$ cat src/sv/spq_pkg.sv
// Shared types and constants for the sorted priority queue.
package spq_pkg;

    localparam int QUEUE_DEPTH = 16;
    localparam int PRIO_W      = 16;
    localparam int VALUE_W     = 32;
    localparam int OCC_W       = 5;
    localparam int CNT_W       = $clog2(QUEUE_DEPTH + 1);

    typedef struct packed {
        logic [PRIO_W-1:0]         prio;
        logic signed [VALUE_W-1:0] value;
    } entry_t;

    typedef enum logic [1:0] {
        CMD_HOLD,
        CMD_PUSH,
        CMD_POP
    } cmd_t;

    typedef enum logic [1:0] {
        ST_OK        = 2'd0,
        ST_EMPTY     = 2'd1,
        ST_FULL      = 2'd2,
        ST_ZERO_PRIO = 2'd3
    } status_t;

    typedef enum logic {
        MODE_PUSH = 1'b0,
        MODE_POP  = 1'b1
    } mode_t;

endpackage

$ cat src/sv/spq_cell.sv
// One slot of the sorted chain: keeps, inserts, or shifts its entry.
module spq_cell
    import spq_pkg::*;
(
    input  logic   clk,
    input  cmd_t   cmd,
    input  entry_t new_entry,
    input  entry_t left_entry,
    input  logic   left_keep,
    input  entry_t right_entry,
    input  logic   occupied,
    output entry_t entry,
    output logic   keep
);

    entry_t entry_reg;
    entry_t entry_next;

    // entry stays in place if it is at least as urgent as the new one
    assign keep  = occupied && (entry_reg.prio <= new_entry.prio);
    assign entry = entry_reg;

    always_comb
    begin
        entry_next = entry_reg;
        unique case (cmd)
            CMD_PUSH:
            begin
                if (keep)
                begin
                    entry_next = entry_reg;
                end
                else if (left_keep)
                begin
                    entry_next = new_entry;
                end
                else
                begin
                    entry_next = left_entry;
                end
            end
            CMD_POP:
            begin
                entry_next = right_entry;
            end
            default:
            begin
                entry_next = entry_reg;
            end
        endcase
    end

    always_ff @(posedge clk)
    begin
        entry_reg <= entry_next;
    end

endmodule

$ cat src/sv/sorted_priority_queue.sv
// Sorted priority queue top level: request handling, count and result register.
//
// Usage:
//   Input channel (in_valid / in_stall) carries mode, value, priority_req.
//   mode 0 pushes value with priority_req (1 most urgent); mode 1 pops the
//   head. Entries of equal priority leave in arrival order.
//   Output channel (out_valid / out_stall) returns one transaction per
//   request: popped_value, status (ok, empty, full, zero priority) and
//   occupancy after the request.
//   out_valid rises in the cycle after input acceptance. Throughput is
//   one transaction per cycle while out_stall does not hold a result: the
//   chain of slots inserts or removes an entry all at once, every slot
//   comparing against the new priority in parallel.
//   A result held by out_stall blocks the next request (in_stall follows
//   out_valid && out_stall); a result being taken frees the register for a
//   new request in the same cycle.
//   Reset empties the queue and clears out_valid; slot contents are not
//   cleared and are only read below the stored count.
module sorted_priority_queue
    import spq_pkg::*;
(
    input  logic                      clk,
    input  logic                      rst_n,
    input  logic                      in_valid,
    output logic                      in_stall,
    input  logic                      mode,
    input  logic signed [VALUE_W-1:0] value,
    input  logic [PRIO_W-1:0]         priority_req,
    output logic                      out_valid,
    input  logic                      out_stall,
    output logic signed [VALUE_W-1:0] popped_value,
    output logic [1:0]                status,
    output logic [OCC_W-1:0]          occupancy
);

    logic                      in_accept;
    cmd_t                      cmd;
    entry_t                    new_entry;
    entry_t                    cell_entry [QUEUE_DEPTH];
    logic [QUEUE_DEPTH-1:0]    cell_keep;
    logic [QUEUE_DEPTH-1:0]    occupied;

    logic [CNT_W-1:0]          count_reg;
    logic [CNT_W-1:0]          count_next;
    logic                      out_valid_reg;
    logic                      out_valid_next;
    logic signed [VALUE_W-1:0] popped_value_reg;
    logic signed [VALUE_W-1:0] popped_value_next;
    status_t                   status_reg;
    status_t                   status_next;
    logic [OCC_W-1:0]          occupancy_reg;
    logic [OCC_W-1:0]          occupancy_next;

    assign in_stall  = out_valid_reg && out_stall;
    assign in_accept = in_valid && !in_stall;

    assign new_entry.prio  = priority_req;
    assign new_entry.value = value;

    always_comb
    begin
        cmd               = CMD_HOLD;
        status_next       = ST_OK;
        popped_value_next = '0;
        count_next        = count_reg;
        if (mode_t'(mode) == MODE_PUSH)
        begin
            priority if (priority_req == '0)
            begin
                status_next = ST_ZERO_PRIO;
            end
            else if (count_reg >= CNT_W'(QUEUE_DEPTH))
            begin
                status_next = ST_FULL;
            end
            else
            begin
                cmd        = CMD_PUSH;
                count_next = count_reg + CNT_W'(1);
            end
        end
        else
        begin
            if (count_reg == '0)
            begin
                status_next = ST_EMPTY;
            end
            else
            begin
                cmd               = CMD_POP;
                popped_value_next = cell_entry[0].value;
                count_next        = count_reg - CNT_W'(1);
            end
        end
        if (!in_accept)
        begin
            cmd        = CMD_HOLD;
            count_next = count_reg;
        end
        occupancy_next = OCC_W'(count_next);
        out_valid_next = in_accept || (out_valid_reg && out_stall);
    end

    genvar i;
    generate
        for (i = 0; i < QUEUE_DEPTH; i++)
        begin : g_cell
            entry_t left_entry;
            entry_t right_entry;
            logic   left_keep;

            assign occupied[i] = (count_reg > CNT_W'(i));

            if (i == 0)
            begin : g_head
                assign left_entry = new_entry;
                assign left_keep  = 1'b1;
            end
            else
            begin : g_body
                assign left_entry = cell_entry[i-1];
                assign left_keep  = cell_keep[i-1];
            end

            if (i == QUEUE_DEPTH - 1)
            begin : g_tail
                assign right_entry = new_entry;
            end
            else
            begin : g_inner
                assign right_entry = cell_entry[i+1];
            end

            spq_cell u_cell (
                .clk         (clk),
                .cmd         (cmd),
                .new_entry   (new_entry),
                .left_entry  (left_entry),
                .left_keep   (left_keep),
                .right_entry (right_entry),
                .occupied    (occupied[i]),
                .entry       (cell_entry[i]),
                .keep        (cell_keep[i])
            );
        end
    endgenerate

    always_ff @(posedge clk or negedge rst_n)
    begin
        if (!rst_n)
        begin
            count_reg     <= '0;
            out_valid_reg <= 1'b0;
        end
        else
        begin
            count_reg     <= count_next;
            out_valid_reg <= out_valid_next;
        end
    end

    always_ff @(posedge clk)
    begin
        if (in_accept)
        begin
            popped_value_reg <= popped_value_next;
            status_reg       <= status_next;
            occupancy_reg    <= occupancy_next;
        end
    end

    assign out_valid    = out_valid_reg;
    assign popped_value = popped_value_reg;
    assign status       = status_reg;
    assign occupancy    = occupancy_reg;

    a_count_bound: assert property (@(posedge clk) disable iff (!rst_n)
        count_reg <= CNT_W'(QUEUE_DEPTH))
        else $error("stored count above depth");

    a_push_grows: assert property (@(posedge clk) disable iff (!rst_n)
        (in_accept && cmd == CMD_PUSH) |=> count_reg == $past(count_reg) + CNT_W'(1))
        else $error("push did not add an entry");

    a_error_holds: assert property (@(posedge clk) disable iff (!rst_n)
        (in_accept && status_next != ST_OK) |=> $stable(count_reg))
        else $error("rejected transaction changed the count");

    a_pop_head: assert property (@(posedge clk) disable iff (!rst_n)
        (in_accept && cmd == CMD_POP) |=> popped_value == $past(cell_entry[0].value))
        else $error("pop did not return the head entry");

    a_head_sorted: assert property (@(posedge clk) disable iff (!rst_n)
        (count_reg >= CNT_W'(2)) |-> cell_entry[0].prio <= cell_entry[1].prio)
        else $error("head entry less urgent than its successor");

endmodule
$ cat config.mk
export PLATFORM = sky130hd
export DESIGN_NAME = sorted_priority_queue
export DESIGN_NICKNAME = d
export VERILOG_FILES = /design/src/sv/spq_pkg.sv /design/src/sv/spq_cell.sv /design/src/sv/sorted_priority_queue.sv
export SDC_FILE = /design/constraint.sdc
export NUM_CORES = 2
export LEC_CHECK = 0
export ABC_AREA = 1
export BUFFER_PORTS_ARGS = -buffer_cell sky130_fd_sc_hd__buf_2
export CAP_MARGIN = 30
export CORE_UTILIZATION = 55
export CTS_CLUSTER_SIZE = 24
export DETAILED_ROUTE_END_ITERATION = 10
export PLACE_DENSITY = 0.67
export SLEW_MARGIN = 20
export SYNTH_ARGS = -nofsm -noshare
export SYNTH_HDL_FRONTEND = slang
export SYNTH_SLANG_ARGS = --single-unit
$ cat constraint.sdc
create_clock -name clk -period 4.5 [get_ports clk]
set_clock_uncertainty 0.05 [all_clocks]
set_input_delay 1.35 -clock clk [delete_from_list [all_inputs] [get_ports clk]]
set_output_delay 1.35 -clock clk [all_outputs]
set_load 0.02 [all_outputs]
==> metrics.txt <==
status finished, final reports clean; Root Buffer clkbuf_16; vias in the first global route 40300; Area growth syn-to-layout 9.81%; Final setup viols 0; Net Sw Frac 41.1%; total grt overflow 0; Hold Buf Count CTS 0; Worst path most repeated cell nand2_1; Worst Path Buf+Inv 5; Power Density 604 nW/um2; Via density 5.49; largest stage delay on the critical path 0.34 ns; CP cell instances buf_2, clkinv_1, nand4_1, nor2_1, nand3_1, nand2_1, inv_1, nand2_1, nor2_1, buf_12, nand2_1, nand2_2, buf_12; Slew Limit Fails 0; synth warn 0; RSZ-0062 raised after global routing no; max cap viols 0; pre-CTS WS 0.346 ns; WL final 136 mm; number of enable flip-flop cells after synthesis 807; Iteration-0 DRC Markers 4563; CP top delay family simple AND/OR/NAND/NOR gates; Nets 6837; Total GRT Usage 29.1%; Mapped Nets 6941; via count 42700; max reg flops 768; Worst Setup Start Kind primary input; clk buf depth 3; global-route wire length before repair 222 mm; Seq pwr share 37.0%; Int Pwr 19.9 mW; Final Cycle Share 78.5%; Min Clock Period, post-route 3.53 ns; Post-synth ARST share 0.738%; drt first pass iters 6; Seq cells post-synth 813; post_cts resized 0; Die Ht 306 um; cell area after synthesis 50900 um2; HP Class primary input to asynchronous set/reset pin; syn avg cell area 7.68 um2; slowest CP cell clkinv_1; gp weighted congestion 0.860; combinational power share 41.8%; endpoint class of the critical path flip-flop; Mapped Cells 6627; Clk pin slew, worst setup/hold paths 0.06 ns; H-tree depth 3; Die ar. 93800 um2; initial core utilization 55.6%; share of cells above drive strength 1 6.14%; Max IR drop VDD 0.349 mV; f_max 283 MHz; Antenna Nets Post-Route 0; Slew @ Worst Pin 0.993 ns; Hold Vio Cnt, Final 0; initial antenna violation count 6; CP required 4.79 ns; Final Cell Area 55900 um2; Post-CTS Setup Bufs 0; leak pwr 27.0 nW; TNS Setup 0 ns; Post-DP Area 53100 um2; largest net degree at the start of global routing 204; Worst slew margin 33.8%; Die Wd 306 um; library cells used by synthesis 34; DR WL/cell 17.5 um; register area share after synthesis 47.9%; reg-to-reg slack, setup 1.20 ns; Skew-Pair Late Insertion Delay 0.68 ns; CTS tree yes; cts bufs inserted 91; # fillers 8173; clk sink count 813; arrival time at the worst endpoint 3.82 ns; final setup margin 0.967 ns; Finished Core Util 61.0%; IO Port Bufs 93; io pins 94; Psw 13.9 mW; worst-path maximum fanout 38; CP startpoint priority_req[5]; Core ar. 91700 um2; DPL Wire Length 94.6 mm; Post-synth top flop edfxtp_1; RR Startpoint count_reg[0]$_DFF_PN0_; DRC Markers 0; Rows 111; CP Class primary input to flip-flop; Synth top area share 47.6%; Yosys top cell by area edfxtp_1; Clock Power Share 21.2%; dominant cells by area after synthesis edfxtp_1 48%, nand2_1 19%, nand3_1 14%, ha_1 6.4%, inv_1 5.8%
[logic make-up after synthesis]
logic type	count (synthesis)	share of synthesized area (%)
adders and majority gates	261	6.41
buffers and inverters	1240	9.55
and+or+nand+nor	4110	34.0
AOI/OAI and AO/OA	201	2.10
DFF	813	47.9
xor gates and xnor gates	2	0.0344
[cells in the final DEF, fill, tap and decap left out, types with 21 or more instances in the layout]
cell / count
nand2_1: 2493
nand3_1: 1434
edfxtp_1: 807
inv_1: 781
ha_1: 261
nor2_1: 123
a21oi_1: 101
buf_2: 93
clkbuf_16: 91
buf_4: 87
o21ai_0: 71
buf_12: 63
clkinv_1: 39
clkinv_2: 21
[routing by layer]
layer  wire [um]  global-route usage, %  vias to the layer above
li1            -                      -                    21400
met1       62900                   43.3                    19500
met2       59300                   44.5                     1667
met3       10600                   3.50                      185
met4        3640                   8.64                        6
met5          28                      0                        -
[synth_stat cells, types with 14 or more instances]
master / count
a21oi_1: 101
inv_1: 781
clkinv_1: 15
o21ai_0: 74
nor3_1: 15
a21o_1: 14
ha_1: 261
edfxtp_1: 807
buf_2: 159
nand4_1: 20
nand3_1: 1434
nand2_1: 2511
buf_1: 33
nor2_1: 123
clkbuf_1: 246
[cell type report]
cell class	instances	area [um2]	share of cell area, %
Antenna cell	3	7.51	0.0134
Clock buffer	111	2350	4.21
Clock inverter	56	445	0.797
Inverter	800	3010	5.38
Multi-Input combinational cell	4574	21900	39.1
Sequential cell	813	24400	43.6
Tap cell	1186	1480	2.65
Timing Repair Buffer	243	2380	4.26
[per-stage QoR]
step / power [mW] / cells / hold WS [ns]
after global placement: 26.3 / 7616 / 0.419
after floorplan: 22.3 / 6627 / 0.445
after detailed placement: 26.6 / 7616 / 0.432
after global routing: 36.2 / 7784 / 0.439
after CTS: 33.8 / 7783 / 0.413
final: 33.8 / 7786 / 0.438
[final timing paths]
check | end | cells past startpoint
setup / recovery | g_cell[12].u_cell.entry[20]$_DFFE_PP_ | 13
hold / removal | count_reg[3]$_DFF_PN0_ | 1
setup reg to reg | g_cell[15].u_cell.entry[37]$_DFFE_PP_ | 11
hold reg to reg | out_valid$_DFF_PN0_ | 2
max in group asynchronous | count_reg[4]$_DFF_PN0_ | 1
min in group clk | out_valid$_DFF_PN0_ | 2
[power by group through the flow]
stage	sequential [mW]	combinational (mW)	clock [mW]
final	12.5	14.1	7.15
after global routing	12.7	16.0	7.54
after CTS	12.5	14.1	7.26
after detailed placement	12.6	14.0	0
after global placement	12.6	13.7	0
after floorplan	12.3	10.0	0
(Power assumes the default switching activity.)
